`src/sv/bal_pkg.sv`:
```
// ----------------------------------------------------------------------------
// bal_pkg
// Shared types and constants of the bounded array list: sizes, operation and
// status codes, and the command and status groups between controller and
// datapath.
// ----------------------------------------------------------------------------
package bal_pkg;

  // Store geometry
  localparam int CAPACITY  = 64;
  localparam int WORD_BITS = 32;
  localparam int ADDR_BITS = $clog2(CAPACITY);
  localparam int CNT_BITS  = $clog2(CAPACITY + 1);

  // Field widths of the item ports
  localparam int OP_BITS     = 3;
  localparam int POS_BITS    = 7;
  localparam int VALUE_BITS  = 32;
  localparam int STATUS_BITS = 2;
  localparam int LEN_BITS    = 7;

  // Operation codes
  localparam logic [OP_BITS-1:0] OP_APPEND  = 3'd0;
  localparam logic [OP_BITS-1:0] OP_PREPEND = 3'd1;
  localparam logic [OP_BITS-1:0] OP_INSERT  = 3'd2;
  localparam logic [OP_BITS-1:0] OP_REM_AT  = 3'd3;
  localparam logic [OP_BITS-1:0] OP_REM_VAL = 3'd4;
  localparam logic [OP_BITS-1:0] OP_READ    = 3'd5;

  // Status codes
  localparam logic [STATUS_BITS-1:0] ST_OK    = 2'd0;
  localparam logic [STATUS_BITS-1:0] ST_FULL  = 2'd1;
  localparam logic [STATUS_BITS-1:0] ST_RANGE = 2'd2;

  typedef logic [CNT_BITS-1:0] cnt_t;

  // Commands from controller to datapath
  typedef struct packed {
    logic load;     // capture the accepted item and check it
    logic start;    // set up the scan pointers for the operation
    logic step;     // issue one store read and advance the scan pointer
    logic put_new;  // write the new word at the insert position
    logic commit;   // update the length and register the result
  } bal_cmd_t;

  // Status from datapath to controller
  typedef struct packed {
    logic [OP_BITS-1:0] op;
    logic               err;        // item rejected (full or out of range)
    logic               at_end;     // insert lands at the current length
    logic               tail_rm;    // remove at index hits the last entry
    logic               empty;      // no entries stored
    logic               scan_last;  // scan pointer sits on its final entry
  } bal_stat_t;

endpackage

```
`src/sv/bal_ctrl.sv`:
```
// ----------------------------------------------------------------------------
// bal_ctrl
// Controller of the bounded array list: takes one item at a time, steps the
// datapath through its shift or compaction scan and hands out the result.
// ----------------------------------------------------------------------------
module bal_ctrl (
  input  logic              clk,
  input  logic              rst_n,
  input  logic              in_valid,
  output logic              in_ready,
  output logic              out_valid,
  input  logic              out_ready,
  input  bal_pkg::bal_stat_t stat,
  output bal_pkg::bal_cmd_t  cmd
);
  import bal_pkg::*;

  localparam logic [2:0] S_IDLE   = 3'd0;
  localparam logic [2:0] S_DECIDE = 3'd1;
  localparam logic [2:0] S_SCAN   = 3'd2;
  localparam logic [2:0] S_DRAIN  = 3'd3;
  localparam logic [2:0] S_PUTNEW = 3'd4;
  localparam logic [2:0] S_FINISH = 3'd5;
  localparam logic [2:0] S_RESP   = 3'd6;

  logic [2:0] state_r, state_nxt;
  logic       is_insert;

  assign is_insert = (stat.op == OP_APPEND) || (stat.op == OP_PREPEND) ||
                     (stat.op == OP_INSERT);

  assign in_ready  = (state_r == S_IDLE);
  assign out_valid = (state_r == S_RESP);

  // Sequence one item through decode, scan and result
  always_comb begin
    state_nxt = state_r;
    cmd       = '0;
    unique case (state_r)
      S_IDLE: begin
        if (in_valid) begin
          cmd.load  = 1'b1;
          state_nxt = S_DECIDE;
        end
      end
      S_DECIDE: begin
        if (stat.err) begin
          state_nxt = S_FINISH;
        end else if (is_insert) begin
          if (stat.at_end) begin
            state_nxt = S_PUTNEW;
          end else begin
            cmd.start = 1'b1;
            state_nxt = S_SCAN;
          end
        end else if (stat.op == OP_REM_AT) begin
          if (stat.tail_rm) begin
            state_nxt = S_FINISH;
          end else begin
            cmd.start = 1'b1;
            state_nxt = S_SCAN;
          end
        end else if (stat.op == OP_REM_VAL) begin
          if (stat.empty) begin
            state_nxt = S_FINISH;
          end else begin
            cmd.start = 1'b1;
            state_nxt = S_SCAN;
          end
        end else if (stat.op == OP_READ) begin
          cmd.start = 1'b1;
          state_nxt = S_SCAN;
        end else begin
          state_nxt = S_FINISH;
        end
      end
      S_SCAN: begin
        cmd.step = 1'b1;
        if (stat.scan_last) begin
          state_nxt = S_DRAIN;
        end
      end
      S_DRAIN: begin
        state_nxt = is_insert ? S_PUTNEW : S_FINISH;
      end
      S_PUTNEW: begin
        cmd.put_new = 1'b1;
        state_nxt   = S_FINISH;
      end
      S_FINISH: begin
        cmd.commit = 1'b1;
        state_nxt  = S_RESP;
      end
      S_RESP: begin
        if (out_ready) begin
          state_nxt = S_IDLE;
        end
      end
      default: begin
        state_nxt = S_IDLE;
      end
    endcase
  end

  always_ff @(posedge clk) begin
    if (!rst_n) begin
      state_r <= S_IDLE;
    end else begin
      state_r <= state_nxt;
    end
  end

  // A scan never starts on a rejected item
  a_no_scan_on_err: assert property (@(posedge clk) disable iff (!rst_n)
    (cmd.start |-> !stat.err))
    else $error("scan started for a rejected item");

  // The result shows only after a commit
  a_resp_after_commit: assert property (@(posedge clk) disable iff (!rst_n)
    ($rose(out_valid) |-> $past(cmd.commit)))
    else $error("result raised without commit");

  // A new item is taken only once the previous result has gone
  a_one_item: assert property (@(posedge clk) disable iff (!rst_n)
    (cmd.load |=> !in_ready && !out_valid))
    else $error("controller overlapped items");

endmodule

```
`src/sv/bal_dpath.sv`:
```
// ----------------------------------------------------------------------------
// bal_dpath
// Datapath of the bounded array list: entry store with registered read,
// scan pointers, length counter, item checks and the result registers.
// ----------------------------------------------------------------------------
module bal_dpath (
  input  logic                                   clk,
  input  logic                                   rst_n,
  input  bal_pkg::bal_cmd_t                      cmd,
  output bal_pkg::bal_stat_t                     stat,
  input  logic        [bal_pkg::OP_BITS-1:0]     in_operation,
  input  logic        [bal_pkg::POS_BITS-1:0]    in_position,
  input  logic signed [bal_pkg::VALUE_BITS-1:0]  in_value,
  output logic        [bal_pkg::STATUS_BITS-1:0] out_status,
  output logic        [bal_pkg::LEN_BITS-1:0]    out_list_length,
  output logic signed [bal_pkg::VALUE_BITS-1:0]  out_read_value,
  output logic        [bal_pkg::LEN_BITS-1:0]    out_removed_count
);
  import bal_pkg::*;

  localparam cnt_t CAP_CNT = CNT_BITS'(CAPACITY);
  localparam cnt_t ONE     = CNT_BITS'(1);

  // Entry store
  logic [WORD_BITS-1:0] mem [CAPACITY];

  // Item registers
  logic [OP_BITS-1:0]     op_r;
  cnt_t                   pos_r;
  cnt_t                   at_r;
  logic [WORD_BITS-1:0]   value_r;
  logic [STATUS_BITS-1:0] status_r;

  // Length and scan state
  cnt_t                 count_r;
  cnt_t                 src_r;
  cnt_t                 end_r;
  logic                 down_r;
  cnt_t                 k_r;
  cnt_t                 removed_r;
  logic                 rd_vld_r;
  cnt_t                 rd_idx_r;
  logic [WORD_BITS-1:0] rd_data_r;

  // Result registers
  logic [STATUS_BITS-1:0] res_status_r;
  cnt_t                   res_len_r;
  logic [WORD_BITS-1:0]   res_read_r;
  cnt_t                   res_removed_r;

  // Check the incoming item against the current length
  logic                   in_is_ins;
  cnt_t                   in_pos;
  cnt_t                   in_at;
  logic [STATUS_BITS-1:0] in_status;

  assign in_is_ins = (in_operation == OP_APPEND) || (in_operation == OP_PREPEND) ||
                     (in_operation == OP_INSERT);
  assign in_pos    = CNT_BITS'(in_position);

  always_comb begin
    priority if (in_operation == OP_APPEND) begin
      in_at = count_r;
    end else if (in_operation == OP_PREPEND) begin
      in_at = '0;
    end else begin
      in_at = in_pos;
    end
  end

  always_comb begin
    in_status = ST_OK;
    priority if (in_is_ins) begin
      if (count_r >= CAP_CNT) begin
        in_status = ST_FULL;
      end else if (in_at > count_r) begin
        in_status = ST_RANGE;
      end
    end else if ((in_operation == OP_REM_AT) || (in_operation == OP_READ)) begin
      if (in_pos >= count_r) begin
        in_status = ST_RANGE;
      end
    end else begin
      in_status = ST_OK;
    end
  end

  // Store write: the new word at its insert position, or pending read data moved up, down or compacted
  logic                 is_ins;
  logic                 wr_en;
  logic [ADDR_BITS-1:0] wr_addr;
  logic [WORD_BITS-1:0] wr_data;
  logic                 match;
  cnt_t                 idx_up;
  cnt_t                 idx_dn;

  assign is_ins = (op_r == OP_APPEND) || (op_r == OP_PREPEND) || (op_r == OP_INSERT);
  assign match  = (rd_data_r == value_r);
  assign idx_up = rd_idx_r + ONE;
  assign idx_dn = rd_idx_r - ONE;

  always_comb begin
    wr_en   = 1'b0;
    wr_addr = rd_idx_r[ADDR_BITS-1:0];
    wr_data = rd_data_r;
    priority if (cmd.put_new) begin
      wr_en   = 1'b1;
      wr_addr = at_r[ADDR_BITS-1:0];
      wr_data = value_r;
    end else if (rd_vld_r && is_ins) begin
      wr_en   = 1'b1;
      wr_addr = idx_up[ADDR_BITS-1:0];
    end else if (rd_vld_r && (op_r == OP_REM_AT)) begin
      wr_en   = 1'b1;
      wr_addr = idx_dn[ADDR_BITS-1:0];
    end else if (rd_vld_r && (op_r == OP_REM_VAL)) begin
      wr_en   = !match;
      wr_addr = k_r[ADDR_BITS-1:0];
    end else begin
      wr_en   = 1'b0;
    end
  end

  always_ff @(posedge clk) begin
    if (wr_en) begin
      mem[wr_addr] <= wr_data;
    end
  end

  // Registered store read at the scan pointer
  always_ff @(posedge clk) begin
    if (cmd.step) begin
      rd_data_r <= mem[src_r[ADDR_BITS-1:0]];
      rd_idx_r  <= src_r;
    end
  end

  always_ff @(posedge clk) begin
    if (!rst_n) begin
      rd_vld_r <= 1'b0;
    end else begin
      rd_vld_r <= cmd.step;
    end
  end

  // Capture the item
  always_ff @(posedge clk) begin
    if (cmd.load) begin
      op_r     <= in_operation;
      pos_r    <= in_pos;
      at_r     <= in_at;
      value_r  <= WORD_BITS'(in_value);
      status_r <= in_status;
    end
  end

  // Set up and advance the scan pointer
  always_ff @(posedge clk) begin
    if (cmd.start) begin
      priority if (is_ins) begin
        src_r  <= count_r - ONE;
        end_r  <= at_r;
        down_r <= 1'b1;
      end else if (op_r == OP_REM_AT) begin
        src_r  <= pos_r + ONE;
        end_r  <= count_r - ONE;
        down_r <= 1'b0;
      end else if (op_r == OP_REM_VAL) begin
        src_r  <= '0;
        end_r  <= count_r - ONE;
        down_r <= 1'b0;
      end else begin
        src_r  <= pos_r;
        end_r  <= pos_r;
        down_r <= 1'b0;
      end
    end else if (cmd.step) begin
      src_r <= down_r ? (src_r - ONE) : (src_r + ONE);
    end
  end

  // Count kept and dropped entries during compaction
  always_ff @(posedge clk) begin
    if (cmd.load) begin
      k_r       <= '0;
      removed_r <= '0;
    end else if (rd_vld_r && (op_r == OP_REM_VAL)) begin
      if (match) begin
        removed_r <= removed_r + ONE;
      end else begin
        k_r <= k_r + ONE;
      end
    end
  end

  // Update the length and register the result
  cnt_t count_nxt;

  always_comb begin
    count_nxt = count_r;
    if (status_r == ST_OK) begin
      priority if (is_ins) begin
        count_nxt = count_r + ONE;
      end else if (op_r == OP_REM_AT) begin
        count_nxt = count_r - ONE;
      end else if (op_r == OP_REM_VAL) begin
        count_nxt = k_r;
      end else begin
        count_nxt = count_r;
      end
    end
  end

  always_ff @(posedge clk) begin
    if (!rst_n) begin
      count_r <= '0;
    end else if (cmd.commit) begin
      count_r <= count_nxt;
    end
  end

  always_ff @(posedge clk) begin
    if (cmd.commit) begin
      res_status_r  <= status_r;
      res_len_r     <= count_nxt;
      res_read_r    <= ((op_r == OP_READ) && (status_r == ST_OK)) ? rd_data_r : '0;
      priority if ((op_r == OP_REM_AT) && (status_r == ST_OK)) begin
        res_removed_r <= ONE;
      end else if (op_r == OP_REM_VAL) begin
        res_removed_r <= removed_r;
      end else begin
        res_removed_r <= '0;
      end
    end
  end

  assign out_status        = res_status_r;
  assign out_list_length   = LEN_BITS'(res_len_r);
  assign out_read_value    = VALUE_BITS'(signed'(res_read_r));
  assign out_removed_count = LEN_BITS'(res_removed_r);

  // Status towards the controller
  assign stat.op        = op_r;
  assign stat.err       = (status_r != ST_OK);
  assign stat.at_end    = (at_r == count_r);
  assign stat.tail_rm   = (pos_r == (count_r - ONE));
  assign stat.empty     = (count_r == '0);
  assign stat.scan_last = (src_r == end_r);

  // The length never passes the capacity
  a_count_cap: assert property (@(posedge clk) disable iff (!rst_n)
    (count_r <= CAP_CNT))
    else $error("list length above capacity");

  // The length moves only after a commit
  a_count_commit: assert property (@(posedge clk) disable iff (!rst_n)
    (!$past(cmd.commit) |-> $stable(count_r)))
    else $error("list length changed outside commit");

  // Compaction never writes ahead of the entry being read
  a_compact_order: assert property (@(posedge clk) disable iff (!rst_n)
    ((rd_vld_r && (op_r == OP_REM_VAL)) |-> (k_r <= rd_idx_r)))
    else $error("compaction write overtook its read");

  // The new word is never written while a moved entry is pending
  a_put_clear: assert property (@(posedge clk) disable iff (!rst_n)
    (cmd.put_new |-> !rd_vld_r))
    else $error("insert write collides with a shift write");

endmodule

```
`src/sv/bounded_array_list.sv`:
```
// Sequence: an item without a scan passes decide, finish and result; an insert
// at the tail adds the new-word write; other items walk scan and drain first.
// Throughput: one item at a time; the scan moves one entry per cycle through
// the single read port and single write port of the entry store.
// Reset: synchronous, active low; clears the length and control state. The
// store contents are not cleared and no clearing pass runs.
// ----------------------------------------------------------------------------
// bounded_array_list
// Packed ordered list of signed words with append, prepend, insert, remove at
// index, remove by value and read, built as a controller and a datapath.
// ----------------------------------------------------------------------------
module bounded_array_list (
  input  logic                                   clk,
  input  logic                                   rst_n,
  input  logic                                   in_valid,
  output logic                                   in_ready,
  input  logic        [bal_pkg::OP_BITS-1:0]     in_operation,
  input  logic        [bal_pkg::POS_BITS-1:0]    in_position,
  input  logic signed [bal_pkg::VALUE_BITS-1:0]  in_value,
  output logic                                   out_valid,
  input  logic                                   out_ready,
  output logic        [bal_pkg::STATUS_BITS-1:0] out_status,
  output logic        [bal_pkg::LEN_BITS-1:0]    out_list_length,
  output logic signed [bal_pkg::VALUE_BITS-1:0]  out_read_value,
  output logic        [bal_pkg::LEN_BITS-1:0]    out_removed_count
);
  import bal_pkg::*;

  bal_cmd_t  cmd;
  bal_stat_t stat;

  // Sequence each item
  bal_ctrl u_ctrl (
    .clk       (clk),
    .rst_n     (rst_n),
    .in_valid  (in_valid),
    .in_ready  (in_ready),
    .out_valid (out_valid),
    .out_ready (out_ready),
    .stat      (stat),
    .cmd       (cmd)
  );

  // Hold the store and compute the result
  bal_dpath u_dpath (
    .clk               (clk),
    .rst_n             (rst_n),
    .cmd               (cmd),
    .stat              (stat),
    .in_operation      (in_operation),
    .in_position       (in_position),
    .in_value          (in_value),
    .out_status        (out_status),
    .out_list_length   (out_list_length),
    .out_read_value    (out_read_value),
    .out_removed_count (out_removed_count)
  );

endmodule

```
`config.mk`:
```
export PLATFORM = sky130hd
export DESIGN_NAME = bounded_array_list
export DESIGN_NICKNAME = d
export VERILOG_FILES = /design/src/sv/bal_pkg.sv /design/src/sv/bal_ctrl.sv /design/src/sv/bal_dpath.sv /design/src/sv/bounded_array_list.sv
export SDC_FILE = /design/constraint.sdc
export NUM_CORES = 2
export LEC_CHECK = 0
export ABC_AREA = 1
export BUFFER_PORTS_ARGS = -buffer_cell sky130_fd_sc_hd__buf_2
export CAP_MARGIN = 20
export CORE_ASPECT_RATIO = 1.25
export CORE_MARGIN = 2
export CORE_UTILIZATION = 40
export CTS_CLUSTER_DIAMETER = 80
export DETAILED_ROUTE_END_ITERATION = 12
export HOLD_SLACK_MARGIN = 0.05
export PLACE_DENSITY = 0.51
export SYNTH_ARGS = -nofsm -noshare
export SYNTH_HDL_FRONTEND = slang
export SYNTH_HIERARCHICAL = 1
export SYNTH_SLANG_ARGS = --single-unit
```
`constraint.sdc`:
```
create_clock -name clk -period 7.3 [get_ports clk]
set_clock_uncertainty 0.05 [all_clocks]
set_input_delay 0.73 -clock clk [delete_from_list [all_inputs] [get_ports clk]]
set_output_delay 0.73 -clock clk [all_outputs]
set_load 0.02 [all_outputs]
```
* Yosys cells after proc, flatten, opt, wreduce, memory -nomap -nowiden *
Memories as Yosys holds them, arrays and structs flattened. A register that Yosys moved wholly into a read port is not among the register bits.
Index checks and enable logic that the tools add are counted.

cells by class
  add/sub/neg operators = 9
  multipliers = 0
  div/mod/pow operators = 0
  $lt $le $gt $ge = 3
  equal/unequal tests = 22
  shift-type cells = 0
  mux-type cells = 60
  bitwise operators = 2
  reductions and logical operators = 22

operators by type and width
  operator                                          number
  two-way mux 7 bit                                 15
  adder 7 x 1 -> 7 bit, second input constant       5
  two-way mux 3 bit                                 11
  == test 32 bit                                    1
  two-way mux 32 bit                                1
  two-way mux 6 bit                                 4
  two-way mux 1 bit                                 23
  == test 7 bit                                     3
  case mux 3 bit (7 select lines)                   1
  == test 3 x 2 -> 1 bit, second input constant     6
  == test 3 bit, second input constant              6
  subtractor 7 x 1 -> 7 bit, second input constant  2
  two-way mux 2 bit                                 5
  == test 3 x 1 -> 1 bit, second input constant     3
  zero test 3 bit                                   3
  >= comparator 7 bit                               1
  >= comparator 7 bit, second input constant        1
  > comparator 7 bit                                1
  zero test 7 bit                                   1
  adder 6 x 1 -> 6 bit, second input constant       1
  subtractor 6 x 1 -> 6 bit, second input constant  1
  logical AND 1 bit                                 5
  logical OR 1 bit                                  5
  != test 2 bit, second input constant              2
  other kinds (8)                                   11

storage, ports and cells
  register bits after elaboration = 145
  latch bits = 0
  memory bits (writable) = 2048
  bits in read-only memories = 0
  bits of input ports = 46
  output and inout port bits = 50
  memories kept = 1

memories
  name         words  width  read ports  clocked after memory_dff  wr ports  RTL line         RTL
  u_dpath.mem  64     32     1           1                         1         bal_dpath.sv:25  logic [WORD_BITS-1:0] mem [CAPACITY];

* Depth between registers and ports, before layout *
  word-level depth = 8
  gate-level depth with buffers = 18
  mapped depth without buffers = 17

* By module *
The synthesis kept the hierarchy.

modules (own cells, without submodules)
  module     times used  cells an instance  area an instance (µm²)  sequential area each (µm²)
  bal_dpath  1           7186               89572.2                 66503.8
  bal_ctrl   1           54                 305.3                   60.1

* Worst setup path before layout *
Ideal clock, no wire load.

  kind = input to register
  start = input in_valid
  end = register u_dpath.removed_r[0]
  setup time = 0.125 ns
  arrival = 6.447 ns
  data required time = 7.125 ns
  path slack = 0.677 ns
  stages on the path = 5
  cell sequence = inv_1 nor4_1 inv_1 o21ai_0 a21oi_1

RTL lines
  item                  RTL line                  RTL
  start, declared       bounded_array_list.sv:15  input logic in_valid,
  end signal, assigned  bal_dpath.sv:189          removed_r <= removed_r + ONE;
  end, declared         bal_dpath.sv:40           cnt_t removed_r;

* Worst setup path after layout *
  start = register u_dpath.op_r[2]
  end = memory u_dpath.mem[57][25] (enable)

on the way
  longest elaborated chain between the ends = 8

RTL lines
  item                                                           RTL line                            RTL
  start, declared                                                bal_dpath.sv:28                     logic [OP_BITS-1:0] op_r;
  start signal, assigned                                         bal_dpath.sv:149                    op_r <= in_operation;
  == test 3 bit, or another cell as far along                    bal_dpath.sv:116                    end else if (rd_vld_r && (op_r == OP_REM_VAL)) begin
  logical AND 1 bit / logical OR 1 bit (equally long branches)   bal_dpath.sv:116, bal_dpath.sv:97
  two-way mux 1 bit / logical OR 1 bit (equally long branches)   bal_dpath.sv:116, bal_dpath.sv:97
  two-way mux 1 bit / logical AND 1 bit (equally long branches)  bal_dpath.sv:113, bal_dpath.sv:110
  two-way mux 1 bit                                              bal_dpath.sv:110                    end else if (rd_vld_r && is_ins) begin
  two-way mux 1 bit                                              bal_dpath.sv:106                    priority if (cmd.put_new) begin
  two-way mux 1 bit                                              bal_dpath.sv:125                    if (wr_en) begin
  two-way mux 1 bit (implied by the code)                        bal_dpath.sv:126                    mem[wr_addr] <= wr_data;
  end, declared                                                  bal_dpath.sv:25

Several ways; a longest one is shown, not always the timed one.

==> metrics.txt <==
initial antenna violation count=5; die area=0.229 mm^2; post-DP HPWL=148 mm; HP Class=in2reg; Iteration-0 DRC Markers=5,665; Ys Warns=6; Avg Inst Size Synth=12.4 um^2; Ports=96; number of synthesized register bits=2,225; clock latency on the worst-skew pair=860 ps; TNS Setup=0 ps; sequential area share after synthesis=74.1%; post-synthesis cell area=0.0899 mm^2; peak supply drop=0.198 mV; Clock Tree Buf Depth=4; data required time of the worst path=7720 ps; global-route wire length before repair=384 mm; area delta synth->final=13.1%; CP Capture Type=flip-flop; CP Data Arrival Time=5240 ps; H-tree Lvls=4; Slew Limit Headroom=21.6%; NumNets Final=7,340; Post-synth ARST share=0%; Reg clk slew, reported paths=60 ps; Final ANT Viol Nets=0; Lkg Pwr=0.0333 uW; vias in the first global route=55,500; final hold violation count=0; fin. max-slew vios=0; layout cells sized above 1=9.29%; WL per Instance=25.6 um; Fmax=0.207 GHz; Worst setup SP type=flip-flop; post-layout minimum cycle time=4820 ps; GPL Wtd Cong=0.869; RSZ-0062 raised after global routing=no; maxcap violations=0; Synth Flop Type=edfxtp_1; Vias/cell=5.61; run status=completed; TritonCTS Buffers=222; postcts setup bufs=0; Port Buffers=95; Post-synth EDFFs=2,200; # hold bufs at CTS=41; Post-Syn Nets=7,314; CTS tree=done; Slew @ Worst Pin=1170 ps; TritonRoute pass-1 iters=6; num rows=194; Sink Count=2,225; Routed WL=266 mm; Core Area=0.224 mm^2; largest net degree at the start of global routing=198; power per cell area=366 mW/mm^2; die width=428 um; DRC violations left=0; Initial Util=40.2%; post-route clock period utilization=66.0%; synthesized instance count=7,240; Chip Height=534 um; Root Buffer=clkbuf_16; Resize count post-CTS=0; vias=58,200; GRT Residual Overflow=0; Tot GR Track Use=22.7%; setup violators final=0; worst-path fanout max=32; post-synthesis cell type count=50; Tot Pwr=37,200 uW; r2r setup slk=2480 ps; WS Path Type=reg2reg
## flip-flops by register name (all words and copies together) (netlist names)
register	cells
u_dpath/pos_r	7
u_dpath/out_removed_count	7
u_dpath/status_r	2
u_dpath/rd_vld_r	1
u_dpath/src_r	7
u_dpath/removed_r	7
u_dpath/out_read_value	32
u_dpath/mem	2048
u_dpath/k_r	7
u_dpath/out_list_length	7
u_dpath/end_r	7
u_dpath/down_r	1
u_dpath/rd_idx_r	6
u_dpath/out_status	2
u_dpath/count_r	7
u_dpath/op_r	3
u_dpath/value_r	32
u_dpath/at_r	7
u_ctrl/state_r	3
u_dpath/rd_data_r	32
## cell usage after synthesis (4+ instances only)
cell / n / area share [%]
a21oi_1: 52 / 0.29
buf_1: 30 / 0.13
buf_2: 108 / 0.60
buf_4: 31 / 0.26
clkbuf_1: 304 / 1.3
clkinv_1: 4 / 0.017
dfxtp_1: 25 / 0.56
edfxtp_1: 2200 / 74
ha_1: 27 / 0.38
inv_1: 117 / 0.49
inv_2: 7 / 0.029
nand2_1: 970 / 4.1
nand2_2: 16 / 0.11
nand2_4: 4 / 0.050
nand3_1: 378 / 2.1
nand3_2: 8 / 0.089
nand4_1: 15 / 0.10
nor2_1: 1190 / 5.0
nor2_2: 4 / 0.028
nor2_4: 4 / 0.050
nor3_1: 6 / 0.033
nor4_1: 5 / 0.035
o21ai_0: 1115 / 6.2
o22ai_1: 514 / 3.6
xnor2_1: 44 / 0.43
xor2_1: 24 / 0.23
## where the power goes
| group | internal, uW | leakage, uW | switching, uW |
|---|---|---|---|
| Combinational | 2210 | 0.00995 | 8000 |
| Sequential | 15900 | 0.0200 | 211 |
| Clock | 6060 | 0.00334 | 4800 |
## cells in the final DEF, fill, tap and decap left out, drive strengths merged, types with 4 or more instances in the layout
cell / n
dfxtp: 25
nand2: 990
inv: 127
dlygate4sd3: 41
clkbuf: 268
ha: 27
bufinv: 12
nor2: 1199
edfxtp: 2200
o211ai: 4
nor3: 7
o22ai: 514
buf: 235
clkinv: 126
nand4: 15
nand3: 388
nor4: 5
a21oi: 57
o21ai: 1119
xor2: 24
xnor2: 44
## routing by layer
layer,GRT usage [%],up-vias,wire [um]
met4,7.84,0,9260
met5,0,-,0
met1,31.8,29500,116000
li1,-,26400,-
met2,36.5,2009,124000
met3,2.97,367,16200
## worst paths after layout
kind	from	end	cells after the start
hold / removal	in_operation[2]	u_dpath/op_r[2]	1
setup / recovery	u_dpath/op_r[2]	u_dpath/mem[57][25]	12
hold reg to reg	u_dpath/status_r[1]	u_dpath/out_status[1]	0
setup reg to reg	u_dpath/op_r[2]	u_dpath/mem[57][25]	12
## critical path: stages (launching register included)
cell and delay [ps]:
edfxtp_1 730, clkinv_1 430, nand2_2 600, nor2_4 120, nand2_1 110, nor2_1 50
nor2_1 90, nand2_1 120, nand2_1 150, nand2_1 80, inv_1 120, nand2_1 590
nor2_4 1110
## final cells by class
class / instances / area (um^2)
Sequential cell: 2225 / 66600
Inverter: 130 / 518
Timing Repair Buffer: 276 / 2490
Fill cell: 20100 / 122000
Multi-Input combinational cell: 4411 / 21600
Tap cell: 2940 / 3680
Clock inverter: 136 / 946
Clock buffer: 268 / 5810
Antenna cell: 1 / 2.50
## through the flow
| stage | setup WS (ps) | util (%) | hold slack, ps | cells | area (um^2) |
|---|---|---|---|---|---|
| after floorplan | 677 | - | 377 | 7240 | 89900 |
| after global placement | 2570 | 42.1 | 399 | 9918 | 94000 |
| after detailed placement | 2560 | 42.1 | 396 | 9922 | 94100 |
| after CTS | 2550 | 45.3 | 69.5 | 10400 | 101000 |
| after global routing | 2270 | 45.5 | 85.8 | 10400 | 102000 |
| final | 2480 | 45.5 | 123 | 10400 | 102000 |
## cell families after synthesis
group | after synthesis | share of synthesized area, %
AOI/OAI and AO/OA | 1708 | 10.3
DFF | 2225 | 74.1
and+or+nand+nor | 2607 | 11.7
adders and majority gates | 28 | 0.398
buffers and inverters | 604 | 2.81
xor gates and xnor gates | 68 | 0.663
(Power assumes the default switching activity.)
